[src/rtl/core/lrf_pkg.sv]
// Shared types and constants for the log record framer ring.
// Used by the front, back, result queue and top level; depends on nothing.
`timescale 1ns / 1ps

package lrf_pkg;

  // Default ring depth in bytes.
  localparam int BUF_DEPTH_DEF = 4096;

  // Field widths fixed by the interface.
  localparam int CFG_IDX_W  = 2;
  localparam int CFG_DATA_W = 12;
  localparam int HELD_W     = 12;

  // Configuration register indexes.
  localparam logic [CFG_IDX_W-1:0] REG_LOG_EN   = 2'd0;
  localparam logic [CFG_IDX_W-1:0] REG_OVR_EN   = 2'd1;
  localparam logic [CFG_IDX_W-1:0] REG_BLK_THR  = 2'd2;

  localparam logic [CFG_DATA_W-1:0] BLK_THR_RESET = 12'd512;

  // Record framing bytes.
  localparam logic [7:0] SYNC_FIRST  = 8'hC5;
  localparam logic [7:0] SYNC_SECOND = 8'hA3;

  // Request codes on the input channel.
  localparam logic REQ_APPEND = 1'b0;
  localparam logic REQ_READ   = 1'b1;

  // Command kinds after classification.
  localparam logic [1:0] CMD_APPEND = 2'd0;
  localparam logic [1:0] CMD_READ   = 2'd1;
  localparam logic [1:0] CMD_SKIP   = 2'd2;

  // Byte slots of one framed append, in storage order.
  localparam logic [2:0] STEP_SYNC1 = 3'd0;
  localparam logic [2:0] STEP_SYNC2 = 3'd1;
  localparam logic [2:0] STEP_TYPE  = 3'd2;
  localparam logic [2:0] STEP_LENLO = 3'd3;
  localparam logic [2:0] STEP_LENHI = 3'd4;
  localparam logic [2:0] STEP_DATA  = 3'd5;
  localparam logic [2:0] STEP_SUMA  = 3'd6;
  localparam logic [2:0] STEP_SUMB  = 3'd7;

  typedef struct packed {
    logic                  append_en;
    logic                  overrun_check_enable;
    logic [CFG_DATA_W-1:0] block_threshold;
  } cfg_t;

  typedef struct packed {
    logic [1:0]  kind;
    logic        first;
    logic        last;
    logic [7:0]  rtype;
    logic [15:0] rlen;
    logic [7:0]  data;
  } cmd_t;

  typedef struct packed {
    logic [7:0]        read_byte;
    logic              read_valid;
    logic [HELD_W-1:0] bytes_held;
    logic              block_ready;
    logic              overrun_flag;
  } res_t;

endpackage

[src/rtl/core/lrf_outq.sv]
// Two-entry result queue that decouples the back end from the reader.
// Depends on lrf_pkg.
`timescale 1ns / 1ps

module lrf_outq (
  input  logic          clk,
  input  logic          rst,
  input  lrf_pkg::res_t in_res,
  input  logic          in_push,
  output logic          in_full,
  output lrf_pkg::res_t out_res,
  output logic          empty,
  input  logic          pop
);
  import lrf_pkg::*;

  res_t       q [2];
  logic       wr_ptr;
  logic       rd_ptr;
  logic [1:0] count;
  logic       do_push;
  logic       do_pop;

  assign in_full = (count == 2'd2);
  assign empty   = (count == 2'd0);
  assign out_res = q[rd_ptr];
  assign do_push = in_push && !in_full;
  assign do_pop  = pop && !empty;

  // Entry storage.
  always_ff @(posedge clk) begin
    if (do_push) begin
      q[wr_ptr] <= in_res;
    end
  end

  // Pointers and fill count.
  always_ff @(posedge clk) begin
    if (rst) begin
      wr_ptr <= 1'b0;
      rd_ptr <= 1'b0;
      count  <= 2'd0;
    end else begin
      if (do_push) begin
        wr_ptr <= ~wr_ptr;
      end
      if (do_pop) begin
        rd_ptr <= ~rd_ptr;
      end
      if (do_push && !do_pop) begin
        count <= count + 2'd1;
      end else if (do_pop && !do_push) begin
        count <= count - 2'd1;
      end
    end
  end

endmodule

[config.mk]
export PLATFORM = sky130hd
export DESIGN_NAME = lrf_outq
export DESIGN_NICKNAME = d
export VERILOG_FILES = /design/src/rtl/core/lrf_pkg.sv /design/src/rtl/core/lrf_outq.sv
export SDC_FILE = /design/constraint.sdc
export NUM_CORES = 1
export LEC_CHECK = 0
export ABC_AREA = 0
export ABC_CLOCK_PERIOD_IN_PS = 5700
export BUFFER_PORTS_ARGS = -buffer_cell sky130_fd_sc_hd__buf_2
export CAP_MARGIN = 20
export CORE_AREA = 2 2 62 64
export CTS_CLUSTER_SIZE = 14
export DETAILED_ROUTE_END_ITERATION = 8
export DIE_AREA = 0 0 64 66
export PLACE_DENSITY = 0.79
export SKIP_LAST_GASP = 1
export SLEW_MARGIN = 10
export SYNTH_ARGS = -nofsm -noshare
export SYNTH_HDL_FRONTEND = slang
export SYNTH_SLANG_ARGS = --single-unit
[constraint.sdc]
create_clock -name clk -period 5.7 [get_ports clk]
set_clock_uncertainty 0.15 [all_clocks]
set_input_delay 1.14 -clock clk [delete_from_list [all_inputs] [get_ports clk]]
set_output_delay 1.14 -clock clk [all_outputs]
set_load 0.01 [all_outputs]
==> results of run 1 <==
==> final timing paths <==
check                 start         end  slack (ps)  cells after the start
setup / recovery  flip-flop  out_res[9]        2480                      2
hold / removal       wr_ptr      wr_ptr         370                      2
setup reg to reg   count[0]     q[0][4]        3650                      3
hold reg to reg      wr_ptr      wr_ptr         370                      2
==> synth_stat cells <==
master / n / area [µm²]
dfxtp_1: 5 / 100
mux2_2: 23 / 259
a21oi_1: 2 / 10.0
edfxtp_1: 46 / 1380
buf_2: 2 / 10.0
and2_1: 1 / 6.26
nor2_1: 5 / 18.8
ha_1: 1 / 12.5
inv_1: 2 / 7.51
nor2b_2: 1 / 8.76
or3_1: 2 / 12.5
o21ai_0: 3 / 15.0
xor2_1: 3 / 26.3
==> logic make-up (layout without fill, tap and decap cells) <==
family / Yosys count / in the layout / share of synthesized area, %
compound gates: 5 / 5 / 1.34
mux: 23 / 23 / 13.9
simple gates: 9 / 9 / 2.48
fa+ha+maj: 1 / 1 / 0.670
xor+xnor: 3 / 3 / 1.41
buf+inv: 4 / 62 / 0.938
flops: 51 / 51 / 79.3
==> state kept, by name, indices dropped and copies added (netlist names), named ones only <==
signal  cells
wr_ptr      1
count       2
q          46
rd_ptr      1
==> final cells by class <==
type                    instances  area (µm²)  area share, %
repair buffers                 52         270           11.9
clock inverters                 3        47.5           2.09
flip-flops and latches         51        1480           65.2
multi-input cells              41         369           16.2
well taps                      48        60.1           2.64
clock buffers                   5        37.5           1.65
inverters                       2        7.51          0.330
==> per-stage QoR <==
step / hold WS [ps] / std cells / power (mW) / cell area (µm²) / setup slack (ps)
after floorplan: 302 / 96 / 0.670 / 1870 / 3170
after global placement: 316 / 193 / 0.755 / 2170 / 2870
after detailed placement: 353 / 193 / 0.763 / 2170 / 2840
after CTS: 375 / 201 / 0.968 / 2260 / 2440
after global routing: 394 / 202 / 1.01 / 2270 / 2340
final: 365 / 202 / 0.959 / 2270 / 2480
==> metal layers <==
metal | track usage (%) | part of all wire, %
met4 | 4.08 | 0.72
met5 | 0 | 0
met3 | 5.45 | 7.8
met2 | 24.2 | 49
met1 | 16.8 | 43
==> power groups by stage <==
stage / clock network [mW] / logic [mW] / registers (mW)
finish: 0.206 / 0.243 / 0.511
global route: 0.220 / 0.266 / 0.521
CTS: 0.211 / 0.244 / 0.513
detailed placement: 0 / 0.241 / 0.522
global placement: 0 / 0.237 / 0.518
floorplan: 0 / 0.174 / 0.496
==> cell usage in the layout, fill, tap and decap left out <==
cell type   n
buf_2      51
edfxtp_1   46
mux2_2     23
nor2_1      5
dfxtp_1     5
clkbuf_4    5
o21ai_0     3
xor2_1      3
inv_1       2
or3_1       2
a21oi_1     2
nor2b_2     1
and2_1      1
ha_1        1
bufinv_16   1
inv_6       1
clkinv_4    1
buf_8       1
==> worst reg2reg max path, delay by kind of cell (launching register included) <==
kind          cells  cell delay [ps]
buf+inv           1              680
flops             1              450
simple gates      2              400
==> metrics.md, run 1 <==
| Metric | Value |
|---|---|
| Max-cap violations | 0 |
| Number of routed nets with antenna violations | 0 |
| Nets@finish | 181 |
| Crit path max-delay family | flip-flops |
| Fmax | 0.311 GHz |
| Die Area | 4220 µm² |
| Starting Density | between 50% and 60% |
| First-pass GRT wire length | 4.44 mm |
| Port Buffers | 51 |
| Crit start category | flip-flop |
| Tcrit/Tclk final | between 50% and 60% |
| Comb pwr share | 25.3% |
| IO Pins | 52 |
| Required @ worst endpoint | 4410 ps |
| Mapped Cells | 96 |
| Rel. slew slack | 34.0% |
| Core ar. | 3550 µm² |
| Cell Chain, Critical Path | mux2_2 -> buf_2 |
| Final core occ | 64.0% |
| Final hold viol count | 0 |
| Floorplan row count | 22 |
| Crit path time final | 3220 ps |
| Buffers plus inverters on the worst setup path | 1 |
| Vias in the first global route | roughly 1000 |
| Worst VDD drop | 0.235 mV |
| DRT Wirelength | 2.78 mm |
| Die extent in y | 66 µm |
| GRT Util Overall | between 10% and 20% |
| Hold-fix buffers, CTS | 0 |
| Crit-path slowest cell | dfxtp_1 |
| Pint | 0.691 mW |
| Clock Sinks | 51 |
| RSZ-0062 raised after global routing | no |
| Syn Nets | ~120 |
| Distinct cells, synth | 13 |
| Ys Warns | 0 |
| Leakage | 0.868 nW |
| Layout cell share with drive strength beyond 1 | 54.5% |
| Clock transition at path regs | roughly 140 ps |
| Root Driver | clkbuf_4 |
| Fillcell total | 245 |
| Synthesized area | about 1900 µm² |
| Largest net degree at the start of global routing | 24 |
| DRT Pass-1 Iters | 4 |
| Setup TNS | 0 ps |
| Sequential power share | 53.3% |
| Vias | 979 |
| Final Max Tran Viols | 0 |
| Crit path kind | reg -> out |
| Final HPWL DP | 1.89 mm |
| Avg WL per Cell | 13.8 µm |
| CTS tree | done |
| Mapped Avg Cell Area | between 15 and 20 µm² |
| Sw Ratio | 28.0% |
| Final Setup Violations | 0 |
| Yosys reg bits | 51 |
| Status | finished, final reports clean |
| Slowest stage delay, CP | 1000 ps |
| Crit-path max FO | 23 |
| Initial antenna violation count | 0 |
| Worst hold path class | reg -> reg |
| CTS Buf Count | 5 |
| Post-CTS Setup Inserts | 0 |
| H-tree depth | 2 |
| Pwr/cell area | 422 nW/µm² |
| Longest Clk Path Bufs | 2 |
| Die X | 64 µm |
| Gp weighted congestion | roughly 0.67 |
| Initial DRC count | 60 |
| Clk Latency, worst-skew pair | 350 ps |
| Post-cts sizing count | 0 |
| Diodes inserted | 0 |
| NetSw | 0.268 mW |
| Setup crit end kind | primary output |
| Vias per cell | a little under 5 |
| Remaining DRCs | 0 |
| Total congestion overflow | 0 |
| Worst EP arrival | ~1900 ps |
| Clock power frac | 21.4% |
| Worst slew pin tran | between 900 and 1000 ps |
| Layout area overhead | 21.7% |
| Register area share after synthesis | 79.3% |
Note: power is estimated with default switching activity, not from simulation.
==> run 2: changes to the inputs <==
--- a/config.mk
+++ b/config.mk
@@ -6,14 +6,14 @@
 export NUM_CORES = 1
 export LEC_CHECK = 0
 export ABC_AREA = 0
-export ABC_CLOCK_PERIOD_IN_PS = 5700
+export ABC_CLOCK_PERIOD_IN_PS = 2600
 export BUFFER_PORTS_ARGS = -buffer_cell sky130_fd_sc_hd__buf_2
 export CAP_MARGIN = 20
-export CORE_AREA = 2 2 62 64
+export CORE_AREA = 2 2 67 69
 export CTS_CLUSTER_SIZE = 14
 export DETAILED_ROUTE_END_ITERATION = 8
-export DIE_AREA = 0 0 64 66
-export PLACE_DENSITY = 0.79
+export DIE_AREA = 0 0 69 71
+export PLACE_DENSITY = 0.71
 export SKIP_LAST_GASP = 1
 export SLEW_MARGIN = 10
 export SYNTH_ARGS = -nofsm -noshare
==> constraint.sdc (replaced) <==
create_clock -name clk -period 2.6 [get_ports clk]
set_clock_uncertainty 0.15 [all_clocks]
set_input_delay 0.52 -clock clk [delete_from_list [all_inputs] [get_ports clk]]
set_output_delay 0.52 -clock clk [all_outputs]
set_load 0.01 [all_outputs]
==> run 2 against run 1 <==
Effect of this change: non-clock buffer count is 4 higher; sequential share of layout area is 2.4 points lower; combinational power is 150% higher; worst hold slack worse by 110 ps; cell count is 4.0% higher; register-to-register slack worse by 2800 ps; routed wire length is 9.0% higher; critical path depth is 1 higher; setup slack worse by 2100 ps; first-iteration DRC count is 40% higher; power is 140% higher; largest cell class unchanged.
==> metrics.md, run 2 (synthesis gave the netlist of run 1 again) <==
| Metric | Value |
|---|---|
| Setup crit end kind | primary output |
| Hold-fix buffers, CTS | 0 |
| Clk Latency, worst-skew pair | 290 ps |
| Dpl cells | 202 |
| Core ar. | 4200 µm² |
| H-tree depth | 2 |
| Die Area | between 4000 and 5000 µm² |
| Die X | approximately 70 µm |
| Remaining DRCs | 0 |
| Avg WL per Cell | 14.4 µm |
| Number of routed nets with antenna violations | 0 |
| CTS tree | done |
| RSZ-0062 raised after global routing | no |
| Die extent in y | 71 µm |
| Fmax | 0.452 GHz |
| Vias | 987 |
| Clock Sinks | 51 |
| Worst hold path class | in -> reg |
| Hold endpoint | q[1][20] |
| DRT Pass-1 Iters | 4 |
| Diodes inserted | 0 |
| Post-CTS Setup Inserts | 0 |
| Final HPWL DP | 2.24 mm |
| Post-cts sizing count | 0 |
| Sw Ratio | between 20% and 30% |
| Worst VDD drop | roughly 0.54 mV |
| Initial antenna violation count | 0 |
| Vias in the first global route | 1036 |
| Layout cell share with drive strength beyond 1 | 55.1% |
| Largest net degree at the start of global routing | 17 |
| Total congestion overflow | 0 |
| Number of flip-flops under the largest register name | 46 |
| Footprint of the multi-input gates | around 370 µm² |
| Fillcell total | 350 |
| Hold depth | 1 |
| Most frequent cells in the layout | buf_2, edfxtp_1, mux2_2 |
| Pint | 1.72 mW |
| NetSw | 0.593 mW |
| Largest registers | q: 46 flops, count: 2 flops |
| Pwr/cell area | about 1000 nW/µm² |
| R2r startpoint | count[1] |
| Clock transition at path regs | 90 ps |
| Worst slew pin tran | 379 ps |
| Vias per cell | 4.70 |
| Floorplan row count | 24 |
| Layout area overhead | 26.4% |
| GRT Util Overall | 13.0% |
| IO Pins | 52 |
| Port Buffers | 51 |
| Initial DRC count | 84 |
| Required @ worst endpoint | 1930 ps |
| First-pass GRT wire length | 4.85 mm |
| Status | finished, final reports clean |
| Leakage | 0.910 nW |
| Crit path time final | 2210 ps |
| Hold Path Origin | in_res[20] |
| CTS Buf Count | 5 |
| Most common cell after layout, fill and taps aside | buf_2 |
| Final Setup Violations | 0 |
| Gp weighted congestion | 0.654 |
| Nets@finish | 185 |
| Worst EP arrival | 1540 ps |
| Root Driver | clkbuf_8 |
| Sequential power share | 47.2% |
| Final Max Tran Viols | 0 |
| Crit path kind | reg -> out |
| Reg2Reg Depth | 5 |
| DRT Wirelength | about 3.0 mm |
| Rel. slew slack | 74.7% |
| Worst reg2reg path endpoint | count[1] |
| Starting Density | 44.4% |
| Final cell count without fillers | 210 |
| Tcrit/Tclk final | a little under nine tenths |
| Longest Clk Path Bufs | 2 |
| Biggest register | q |
| R2R Setup Slk | 890 ps |
| Max-cap violations | 0 |
| Crit-path max FO | 16 |
| Setup TNS | 0 ps |
| Crit start category | flip-flop |
| Clock power frac | 27.0% |
| Final hold viol count | 0 |
| Comb pwr share | approximately a quarter |
| Register area | 1480 µm² |
[run 2: cell types whose count changed in the layout (fill, tap and decap cells not counted)]
cell / delta
clkbuf_8: +5
buf_12: +1
buf_4: +4
inv_6: -1
clkbuf_4: -5
buf_8: -1
bufinv_16: +1
clkinv_4: -1
clkbuf_1: +1
[run 2: metrics by stage]
stage	power (mW)	hold WS (ps)	setup slack (ps)	utilization, %	area, µm²
6_report	2.31	253	388	56.2	2360
5_1_grt	2.42	242	319	56.2	2360
4_1_cts	2.34	248	359	56.2	2360
3_5_place_dp	1.72	331	684	53.0	2230
3_3_place_gp	1.70	317	714	53.0	2230
2_1_floorplan	1.47	302	686	-	1870
[run 2: worst max-delay path, cell delays in order (launching register included)]
cell and delay [ps]:
dfxtp_1 560, buf_12 200, mux2_2 340, buf_2 140
[run 2: routing by layer]
layer / GRT usage, % / vias up / wire length, µm
met3: 4.13 / 5 / 171
met2: 22.4 / 34 / 1590
met5: 0 / - / 0
met4: 5.88 / 0 / 44
met1: 14.9 / 464 / 1230
li1: - / 484 / -
[run 2: layout make-up]
type	instances	share of cell area, %
multi-input combinational	41	15.6
clock buffer	6	3.07
sequential	51	62.7
clock inverter	2	2.54
tap	52	2.76
inverter	2	0.318
timing repair buffer	56	12.9
[run 2: worst max-delay path by stage]
stage / end / slack, ps / cells past startpoint
after global placement: out_res[12] / 710 / 3
after detailed placement: out_res[12] / 680 / 3
after floorplan: q[0][0] / 690 / 3
final: out_res[12] / 390 / 3
after global routing: out_res[7] / 320 / 3
after CTS: out_res[12] / 360 / 3
[run 2: power groups by stage]
stage | combinational, mW | sequential (mW) | clock, mW
6_report | 0.597 | 1.09 | 0.625
5_1_grt | 0.652 | 1.10 | 0.668
4_1_cts | 0.613 | 1.09 | 0.631
3_5_place_dp | 0.609 | 1.11 | 0
3_3_place_gp | 0.595 | 1.10 | 0
2_1_floorplan | 0.382 | 1.09 | 0
