### config.mk
export PLATFORM = sky130hd
export DESIGN_NAME = lrf_front
export DESIGN_NICKNAME = d
export VERILOG_FILES = /design/src/rtl/core/lrf_pkg.sv /design/src/rtl/core/lrf_front.sv
export SDC_FILE = /design/constraint.sdc
export NUM_CORES = 1
export LEC_CHECK = 0
export BUFFER_PORTS_ARGS = -buffer_cell sky130_fd_sc_hd__buf_4
export CAP_MARGIN = 20
export CORE_MARGIN = 2
export CORE_UTILIZATION = 45
export CTS_CLUSTER_SIZE = 25
export DETAILED_ROUTE_END_ITERATION = 10
export GPL_ROUTABILITY_DRIVEN = 0
export PLACE_DENSITY = 0.84
export SETUP_SLACK_MARGIN = 0.4
export SYNTH_ARGS = -nofsm -noshare
export SYNTH_HDL_FRONTEND = slang
export SYNTH_SLANG_ARGS = --single-unit
### constraint.sdc
create_clock -name clk -period 2.5 [get_ports clk]
set_input_delay 0.5 -clock clk [delete_from_list [all_inputs] [get_ports clk]]
set_output_delay 0.5 -clock clk [all_outputs]
set_load 0.03 [all_outputs]
### src/rtl/core/lrf_pkg.sv
// Shared types and constants for the log record framer ring.
// Used by the front, back, result queue and top level; depends on nothing.
`timescale 1ns / 1ps

package lrf_pkg;

  // Default ring depth in bytes.
  localparam int BUF_DEPTH_DEF = 4096;

  // Field widths fixed by the interface.
  localparam int CFG_IDX_W  = 2;
  localparam int CFG_DATA_W = 12;
  localparam int HELD_W     = 12;

  // Configuration register indexes.
  localparam logic [CFG_IDX_W-1:0] REG_LOG_EN   = 2'd0;
  localparam logic [CFG_IDX_W-1:0] REG_OVR_EN   = 2'd1;
  localparam logic [CFG_IDX_W-1:0] REG_BLK_THR  = 2'd2;

  localparam logic [CFG_DATA_W-1:0] BLK_THR_RESET = 12'd512;

  // Record framing bytes.
  localparam logic [7:0] SYNC_FIRST  = 8'hC5;
  localparam logic [7:0] SYNC_SECOND = 8'hA3;

  // Request codes on the input channel.
  localparam logic REQ_APPEND = 1'b0;
  localparam logic REQ_READ   = 1'b1;

  // Command kinds after classification.
  localparam logic [1:0] CMD_APPEND = 2'd0;
  localparam logic [1:0] CMD_READ   = 2'd1;
  localparam logic [1:0] CMD_SKIP   = 2'd2;

  // Byte slots of one framed append, in storage order.
  localparam logic [2:0] STEP_SYNC1 = 3'd0;
  localparam logic [2:0] STEP_SYNC2 = 3'd1;
  localparam logic [2:0] STEP_TYPE  = 3'd2;
  localparam logic [2:0] STEP_LENLO = 3'd3;
  localparam logic [2:0] STEP_LENHI = 3'd4;
  localparam logic [2:0] STEP_DATA  = 3'd5;
  localparam logic [2:0] STEP_SUMA  = 3'd6;
  localparam logic [2:0] STEP_SUMB  = 3'd7;

  typedef struct packed {
    logic                  append_en;
    logic                  overrun_check_enable;
    logic [CFG_DATA_W-1:0] block_threshold;
  } cfg_t;

  typedef struct packed {
    logic [1:0]  kind;
    logic        first;
    logic        last;
    logic [7:0]  rtype;
    logic [15:0] rlen;
    logic [7:0]  data;
  } cmd_t;

  typedef struct packed {
    logic [7:0]        read_byte;
    logic              read_valid;
    logic [HELD_W-1:0] bytes_held;
    logic              block_ready;
    logic              overrun_flag;
  } res_t;

endpackage

### src/rtl/core/lrf_front.sv
// Front end: configuration registers, request classification and a
// two-entry command queue toward the back end. Depends on lrf_pkg.
`timescale 1ns / 1ps

module lrf_front (
  input  logic                           clk,
  input  logic                           rst,
  input  logic                           cfg_write,
  input  logic [lrf_pkg::CFG_IDX_W-1:0]  cfg_index,
  input  logic [lrf_pkg::CFG_DATA_W-1:0] cfg_data,
  input  logic                           push,
  output logic                           full,
  input  logic                           req_type,
  input  logic [7:0]                     record_type,
  input  logic [15:0]                    record_length,
  input  logic [7:0]                     data_byte,
  input  logic                           first_of_record,
  input  logic                           last_of_record,
  output lrf_pkg::cfg_t                  cfg,
  output lrf_pkg::cmd_t                  cmd,
  output logic                           cmd_valid,
  input  logic                           cmd_pop
);
  import lrf_pkg::*;

  cmd_t       q [2];
  logic       wr_ptr;
  logic       rd_ptr;
  logic [1:0] count;
  cmd_t       cls;
  logic       do_push;
  logic       do_pop;

  // Configuration register writes.
  always_ff @(posedge clk) begin
    if (rst) begin
      cfg.append_en            <= 1'b0;
      cfg.overrun_check_enable <= 1'b0;
      cfg.block_threshold      <= BLK_THR_RESET;
    end else if (cfg_write) begin
      unique case (cfg_index)
        REG_LOG_EN:  cfg.append_en            <= cfg_data[0];
        REG_OVR_EN:  cfg.overrun_check_enable <= cfg_data[0];
        REG_BLK_THR: cfg.block_threshold      <= cfg_data;
        default: ;
      endcase
    end
  end

  // Classify the incoming request; appends while logging is off store nothing.
  always_comb begin
    cls.first = first_of_record;
    cls.last  = last_of_record;
    cls.rtype = record_type;
    cls.rlen  = record_length;
    cls.data  = data_byte;
    if (req_type == REQ_READ) begin
      cls.kind = CMD_READ;
    end else if (cfg.append_en) begin
      cls.kind = CMD_APPEND;
    end else begin
      cls.kind = CMD_SKIP;
    end
  end

  assign full      = (count == 2'd2);
  assign cmd_valid = (count != 2'd0);
  assign cmd       = q[rd_ptr];
  assign do_push   = push && !full;
  assign do_pop    = cmd_pop && cmd_valid;

  // Queue storage.
  always_ff @(posedge clk) begin
    if (do_push) begin
      q[wr_ptr] <= cls;
    end
  end

  // Queue pointers and fill count.
  always_ff @(posedge clk) begin
    if (rst) begin
      wr_ptr <= 1'b0;
      rd_ptr <= 1'b0;
      count  <= 2'd0;
    end else begin
      if (do_push) begin
        wr_ptr <= ~wr_ptr;
      end
      if (do_pop) begin
        rd_ptr <= ~rd_ptr;
      end
      if (do_push && !do_pop) begin
        count <= count + 2'd1;
      end else if (do_pop && !do_push) begin
        count <= count - 2'd1;
      end
    end
  end

endmodule

==> key figures, run 1 <==
Outcome
  • Outcome: finished, final reports clean

Detailed routing
  • Vias per Instance: 4.83
  • Vias: 1998
  • DR iter-0 viols: 84
  • Drt total wl: 5.97 mm
  • DR pass1 iterations: 4
  • Drc violations: 0
  • Post-DRT Antenna Nets: 0
  • Drt wl/cell: 14.4 microns

CTS
  • Depth of the CTS H-tree: 3
  • Worst-path clk slew: 80 ps
  • Max clock buf depth: 2
  • Root buf cell: clkbuf_8
  • Clock Latency Late Sink: 340 ps
  • CTS tree: built
  • CTS buffer count: 9
  • Clk sinks: 91
  • Postcts setup bufs: 0

Synth
  • FF+latch count, synth: 91
  • Synth area leaders: edfxtp_1, mux2_2, dfxtp_1
  • Post-Syn Area: 0.00333 sq mm
  • Sequential element share of the synthesized area: 76.4%
  • Post-Syn Nets: 255
  • Area share of the largest cell type after synthesis: 64.9%
  • Count of cell types in the netlist: 21
  • Synth area leader: edfxtp_1
  • Cell count after synthesis: 200
  • Mean Syn Cell Area: 16.6 sq um
  • Ys Warns: 0

Worst setup path
  • Critical path type: flop to output pin
  • R2R setup slack: 820 ps
  • Worst path cell trace: buf_12, mux2_2, buf_4
  • Crit Path Max Fanout: 28
  • Delay-heaviest family, CP: flip-flops
  • CP bufs+invs: 2
  • Type of origin of the critical path: flop
  • Slowest stage delay, CP: 430 ps
  • Setup crit end: cmd[30]
  • WP data required: 2000 ps
  • Worst EP arrival: 1530 ps
  • Critical Path Sink Type: output pin
  • Critical path's slowest cell: dfxtp_4
  • FF-to-FF End: q[0][0]$_DFFE_PP_
  • Critical R2R Launch: count[1]$_SDFFE_PP0P_
  • Cells on worst reg2reg path: 4
  • Worst path depth: 3

Global routing
  • Pin count of the biggest net entering global routing: 37
  • Aggregate global-route resource usage: 14.9%
  • Total congestion overflow: 0
  • Vias in the first global route: 2100
  • Initial antenna violation count: 0
  • First-pass GRT wire length: 9.38 mm

Die
  • DIE AREA: 0.00810 sq mm
  • Die W: 90.0 microns
  • Area of the core: 0.00721 sq mm
  • # IOs: 106
  • Die H: 90.0 microns
  • Initial Util: 46.1%
  • Rows: 31

Placed design
  • HPWL reported at the end of detailed placement: 4.02 mm
  • IO buf count: 105

Pwr
  • Max VDD drop: 0.594 mV
  • Leak Pwr: 1.71 nW
  • Power per cell area: 964 mW/mm^2

STA
  • Setup_tns: 0 ps
  • Pins Over Slew Limit: 0
  • Crit share post-route: 81.0%
  • Hold Vio Cnt, Final: 0
  • Final hold slack: 336 ps
  • Slew @ Worst Pin: 486 ps
  • Min cycle time layout: 2030 ps
  • RSZ-0062 raised after global routing: false
  • Setup Viol. Count Final: 0
  • Max-slew headroom: 67.6%
  • FMAX: 494 MHz
  • Clock skew: 10.9 ps

Cells and area
  • N_diodes: 0
  • Commonest non-fill, non-tap cell in the layout: buf_4
  • Layout overhead on the synthesized area: 32.7%
  • Layout cells sized above 1: 51.1%
  • Nets@finish: 366
  • Commonest non-fill, non-tap cells in the layout: buf_4, edfxtp_1, mux2_2

Run
  • Max Cap Viol: 0

Hold path
  • Worst min path class: input pin to flop
[sequential cells by signal (all words and copies together), names as in the netlist, named ones only]
signal,cells
count,2
rd_ptr,1
q,72
cfg,14
wr_ptr,1
[final cells by class]
class | instances | area, sq um
clock inverters | 5 | 55.1
well taps | 99 | 124
repair buffers | 108 | 823
inverters | 2 | 7.51
fillers | 569 | 2800
flip-flops and latches | 91 | 2550
clock buffers | 10 | 128
multi-input cells | 99 | 734
[Yosys cell counts]
cell type and instances:
or3_1 2, nand3b_1 3, edfxtp_1 72, buf_1 1, and2_1 1, xor2_1 3, and3b_1 1, or2_2 1
ha_1 1, nor2_1 7, inv_1 2, mux2_2 36, nor2b_2 1, nand2_1 24, buf_4 3, o21ai_0 3
dfxtp_1 19, a21oi_1 13, nor3b_1 1, buf_2 4, mux2i_1 2
[per-layer routing]
layer | vias up | track usage (%) | wire length, microns
met5 | - | 0 | 0
met4 | 0 | 7.31 | 83
met3 | 8 | 4.95 | 448
met2 | 82 | 25.1 | 2900
met1 | 956 | 17.2 | 2540
li1 | 952 | - | -
[what timing repair did]
action / in CTS / in global routing
endpoints found under the setup margin: 28 / 0
endpoints found under the hold margin: 0 / 0
resized for setup: 1 / 0
hold buffers: 0 / 0
[worst min-delay path by stage]
| stage | from | end | slack (ps) | cells after the start |
|---|---|---|---|---|
| after floorplan | wr_ptr$_SDFFE_PP0P_ | wr_ptr$_SDFFE_PP0P_ | 460 | 2 |
| after global placement | cfg[10]$_SDFFE_PP0P_ | cfg[10]$_SDFFE_PP0P_ | 440 | 2 |
| after detailed placement | cfg[1]$_SDFFE_PP0P_ | cfg[1]$_SDFFE_PP0P_ | 450 | 2 |
| after CTS | data_byte[7] | q[0][7]$_DFFE_PP_ | 310 | 1 |
| after global routing | data_byte[1] | q[1][1]$_DFFE_PP_ | 310 | 1 |
| final | data_byte[7] | q[0][7]$_DFFE_PP_ | 340 | 1 |
[power by group]
group | switching [mW] | internal [mW]
registers | 0.0748 | 1.86
clock network | 0.465 | 0.454
logic | 0.814 | 0.598
total | 1.35 | 2.91
[kinds of logic after synthesis]
| group | Yosys count | synth area share (%) |
|---|---|---|
| AOI/OAI and AO/OA | 16 | 2.40 |
| buffers and inverters | 10 | 1.62 |
| DFF | 91 | 76.4 |
| adders and majority gates | 1 | 0.376 |
| muxes | 38 | 12.8 |
| xor gates and xnor gates | 3 | 0.789 |
| and+or+nand+nor | 41 | 5.68 |
[through the flow]
step	util [%]	instances	setup slack (ps)	cell area (sq um)	power (mW)
2_1_floorplan	-	200	493	3330	2.88
4_1_cts	61.2	414	434	4420	4.32
3_3_place_gp	58.7	399	651	4230	3.36
6_report	61.2	414	475	4420	4.26
3_5_place_dp	58.7	399	643	4230	3.39
5_1_grt	61.2	414	408	4420	4.46
(Power assumes the default switching activity.)
==> inputs of run 2 (changes only) <==
- clock period: 2.5 -> 2.1 ns (I/O delays scaled with it)
==> run 2 against run 1 <==
Compared with the run above: register-to-register slack got worse by 250 ps; design area grew 2.7%; clock power up 34%; sequential share of layout area shrank 1.5 points; via count is 0.25% lower; power grew 25%; combinational power rose by 28%; routed wire length is 5.7% higher; largest power group unchanged; highest routed layer unchanged.
==> key figures, run 2 (same netlist as run 1, synthesis figures left out) <==
STA
  • FMAX: 538 MHz
  • Setup Viol. Count Final: 0
  • Crit share post-route: 88.5%
  • Slew @ Worst Pin: 457 ps
  • RSZ-0062 raised after global routing: true
  • Max-slew headroom: 69.4%
  • Hold Vio Cnt, Final: 0
  • Pins Over Slew Limit: 0
  • Setup_tns: 0 ps
  • Min cycle time layout: 1860 ps
  • Clock skew: 11.6 ps
  • Final setup margin: 242 ps

Run
  • Max Cap Viol: 0

Die
  • Rows: 31
  • Die H: 90.0 microns
  • Initial Util: 46.1%
  • # IOs: 106
  • Area of the core: 0.00721 sq mm
  • DIE AREA: 0.00810 sq mm
  • Die W: 90.0 microns

Placed design
  • IO buf count: 105
  • Post-Place Cell Area: 0.00427 sq mm
  • Dpl cells: 400
  • HPWL reported at the end of detailed placement: 4.35 mm
  • Place WS: 467 ps

Cells and area
  • Commonest non-fill, non-tap cell in the layout: buf_4
  • Biggest register: q
  • Nets@finish: 368
  • Finished Layout Cells: 417
  • Largest regs: q x72, cfg x14, count x2
  • Max reg flops: 72
  • Commonest non-fill, non-tap cells in the layout: buf_4, edfxtp_1, mux2_2
  • Fillers: 563
  • Layout overhead on the synthesized area: 36.2%
  • Layout cells sized above 1: 52.8%
  • Cell area after layout: 0.00454 sq mm
  • N_diodes: 0

Detailed routing
  • DR iter-0 viols: 51
  • DR pass1 iterations: 4
  • Drt total wl: 6.31 mm
  • Vias per Instance: 4.78
  • Drc violations: 0
  • Post-DRT Antenna Nets: 0
  • Drt wl/cell: 15.1 microns
  • Vias: 1993

Global routing
  • Pin count of the biggest net entering global routing: 37
  • First-pass GRT wire length: 10.1 mm
  • Total congestion overflow: 0
  • Initial antenna violation count: 0
  • Aggregate global-route resource usage: 16.1%
  • Vias in the first global route: 2184

Worst setup path
  • Type of origin of the critical path: flop
  • R2R setup slack: 570 ps
  • Critical R2R Launch: count[1]$_SDFFE_PP0P_
  • Critical path type: flop to output pin
  • WP data required: 1680 ps
  • Setup crit end: cmd[21]
  • FF-to-FF End: count[1]$_SDFFE_PP0P_
  • Cells on worst reg2reg path: 5
  • Critical Path Sink Type: output pin
  • Worst EP arrival: 1440 ps
  • Crit Path Max Fanout: 13

Outcome
  • Outcome: finished, final reports clean

Hold path
  • Worst min path class: input pin to flop
  • Hold Startpoint: record_type[5]

CTS
  • Root buf cell: clkbuf_8
  • CTS tree: built
  • Clk sinks: 91
  • Worst-path clk slew: 100 ps
  • Clock Latency Late Sink: 360 ps
  • Max clock buf depth: 2
  • CTS buffer count: 9
  • Depth of the CTS H-tree: 3

Pwr
  • Power per cell area: 1180 mW/mm^2
  • Total Power: 5.34 mW
  • Leak Pwr: 1.75 nW
  • Max VDD drop: 0.518 mV
[run 2: cell count changes in the layout (fill, tap and decap cells not counted), sizes merged]
cell,before,now
inv,2,5
buf,108,109
clkinv,3,2
[run 2: how the worst min path moves through the flow]
stage | to | slack (ps) | depth (start not counted)
6_report | q[0][29]$_DFFE_PP_ | 240 | 1
5_1_grt | q[0][29]$_DFFE_PP_ | 210 | 1
4_1_cts | q[0][29]$_DFFE_PP_ | 220 | 1
3_5_place_dp | cfg[11]$_SDFFE_PP0P_ | 450 | 2
3_3_place_gp | cfg[5]$_SDFFE_PP0P_ | 440 | 2
2_1_floorplan | wr_ptr$_SDFFE_PP0P_ | 460 | 2
[run 2: worst max-delay path, stage by stage, from the launching register on]
cell,delay [ps]
dfxtp_4,410
buf_12,150
mux2_2,360
buf_4,170
[run 2: cell type report]
type | instances | area [sq um] | share of cell area, %
tap | 99 | 124 | 2.73
sequential | 91 | 2550 | 56.1
timing repair buffer | 110 | 893 | 19.7
inverter | 2 | 11.3 | 0.248
multi-input combinational | 99 | 744 | 16.4
clock inverter | 7 | 92.6 | 2.04
clock buffer | 9 | 124 | 2.73
[run 2: metrics by stage]
| stage | hold WS [ps] | utilization (%) |
|---|---|---|
| CTS | 222 | 62.5 |
| global placement | 443 | 59.1 |
| global route | 214 | 62.9 |
| detailed placement | 450 | 59.1 |
| floorplan | 462 | - |
| finish | 239 | 62.9 |
[run 2: routing by layer]
| layer | vias to the layer above | track usage (%) | part of all wire (%) |
|---|---|---|---|
| met4 | 0 | 6.54 | 1.5 |
| li1 | 963 | - | - |
| met2 | 84 | 27.6 | 48 |
| met5 | - | 0 | 0 |
| met1 | 935 | 17.7 | 42 |
| met3 | 11 | 6.96 | 9.2 |
[run 2: where the power goes]
part           total, mW  switching (mW)  internal [mW]
Clock               1.23           0.643          0.587
Combinational       1.81            1.01          0.803
Sequential          2.30          0.0884           2.21
Total               5.34            1.74           3.60
[run 2: what timing repair did]
action                                 in CTS  in global routing
hold buffers                                0                  0
endpoints found under the hold margin       0                  0
gates cloned                                0                  1
buffers inserted                            0                  0
resized for setup                           7                  1
setup endpoints to repair                  36                 37
==> inputs of run 3 (changes only) <==
- PLACE_DENSITY: 0.84 -> default
- PLACE_DENSITY_LB_ADDON: default -> 0.2
==> run 3 against run 2 <==
Compared with the run above: first-iteration DRC count increased by 9.8%; critical path depth unchanged; core utilization fell by 0.36 points; power fell by 0.42%; via count shrank 1.3%; count of clock-buffer cells in the layout up 2; die area unchanged; non-clock buffer count shrank 1; worst hold slack improved by 26 ps; largest power group unchanged.
==> key figures, run 3 (same netlist as run 1, synthesis figures left out) <==
Outcome
  • Outcome: finished, final reports clean

Die
  • Die W: 90.0 microns
  • DIE AREA: 0.00810 sq mm
  • Initial Util: 46.1%
  • Die H: 90.0 microns
  • Rows: 31
  • Area of the core: 0.00721 sq mm
  • # IOs: 106

Cells and area
  • N_diodes: 0
  • Largest regs: q x72, cfg x14, count x2
  • Layout overhead on the synthesized area: 35.4%
  • Biggest register: q
  • Finished Layout Cells: 416
  • Layout cells sized above 1: 51.4%
  • Max reg flops: 72
  • Commonest non-fill, non-tap cell in the layout: buf_4
  • Nets@finish: 367
  • Commonest non-fill, non-tap cells in the layout: buf_4, edfxtp_1, mux2_2

STA
  • Max-slew headroom: 67.8%
  • Final setup margin: 255 ps
  • Pins Over Slew Limit: 0
  • Hold Vio Cnt, Final: 0
  • Setup Viol. Count Final: 0
  • Crit share post-route: 87.8%
  • Setup_tns: 0 ps
  • Slew @ Worst Pin: 482 ps
  • Clock skew: 6.77 ps
  • Min cycle time layout: 1840 ps
  • RSZ-0062 raised after global routing: true
  • FMAX: 542 MHz
  • Final hold slack: 265 ps

Detailed routing
  • Vias: 1967
  • DR pass1 iterations: 4
  • DR iter-0 viols: 56
  • Drt total wl: 6.15 mm
  • Drt wl/cell: 14.8 microns
  • Post-DRT Antenna Nets: 0
  • Drc violations: 0
  • Vias per Instance: 4.73

Placed design
  • Dpl cells: 399
  • Place WS: 524 ps
  • HPWL reported at the end of detailed placement: 3.93 mm
  • IO buf count: 105

Global routing
  • Total congestion overflow: 0
  • Vias in the first global route: 2007
  • Initial antenna violation count: 0
  • Grt met1 use: 18.7%
  • Met3 usage: 4.53%
  • M2 GR Usage: 25.7%
  • Aggregate global-route resource usage: 15.3%
  • Pin count of the biggest net entering global routing: 37
  • Global routing's busiest layer: met2
  • First-pass GRT wire length: 9.67 mm

CTS
  • CTS buffer count: 9
  • Max clock buf depth: 2
  • CTS tree: built
  • Depth of the CTS H-tree: 3
  • Worst-path clk slew: 80 ps
  • Root buf cell: clkbuf_8
  • # hold bufs at CTS: 0
  • Clk sinks: 91
  • Clock Latency Late Sink: 330 ps

Worst setup path
  • Type of origin of the critical path: flop
  • Critical Path Sink Type: output pin
  • Worst EP arrival: 1420 ps
  • Cells on worst reg2reg path: 4
  • Crit Path Max Fanout: 18
  • Critical path type: flop to output pin
  • WP data required: 1680 ps

Hold path
  • Worst Hold Depth: 1
  • Worst min path class: input pin to flop

Run
  • Max Cap Viol: 0

Pwr
  • Max VDD drop: 0.640 mV
  • Leak Pwr: 1.74 nW
  • Total Power: 5.32 mW
  • Power per cell area: 1180 mW/mm^2
## run 3: area by class of cell
type	instances	area (sq um)
Fill cell	586	2710
Sequential cell	91	2550
Timing Repair Buffer	109	876
Multi-Input combinational cell	99	744
Clock buffer	11	131
Tap cell	99	124
Clock inverter	5	76.3
Inverter	2	11.3
## run 3: per-layer routing
layer,up-vias,share of wire [%]
met5,-,0
met4,0,0.59
met3,4,6.8
met2,64,49
met1,940,44
li1,959,-
## run 3: stage by stage
stage | cell area [sq um] | util, %
floorplan | 3340 | -
global placement | 4270 | 59.2
detailed placement | 4270 | 59.2
CTS | 4510 | 62.5
global route | 4510 | 62.5
finish | 4510 | 62.5
## run 3: critical path, stage by stage (launching register included)
cell and delay (ps):
dfxtp_4 390, buf_12 170, mux2_2 350, buf_4 170
## run 3: repair_timing
| item | CTS | global route |
|---|---|---|
| gates resized for setup | 2 | 0 |
| setup endpoints to repair | 36 | 36 |
| buffers inserted | 0 | 0 |
| cloned | 1 | 0 |
## run 3: path summary, 6_finish.rpt
| kind | startpoint | endpoint | slack (ps) |
|---|---|---|---|
| min reg2reg | cfg[10]$_SDFFE_PP0P_ | cfg[10]$_SDFFE_PP0P_ | 460 |
| max | flop | cmd[18] | 260 |
| min | record_length[14] | q[1][22]$_DFFE_PP_ | 270 |
| max reg2reg | count[0]$_SDFFE_PP0P_ | count[1]$_SDFFE_PP0P_ | 530 |
## run 3: power breakdown
| group | internal (mW) | switching [mW] |
|---|---|---|
| clock network | 0.669 | 0.565 |
| logic | 0.782 | 1.01 |
| registers | 2.21 | 0.0827 |
| total | 3.66 | 1.66 |
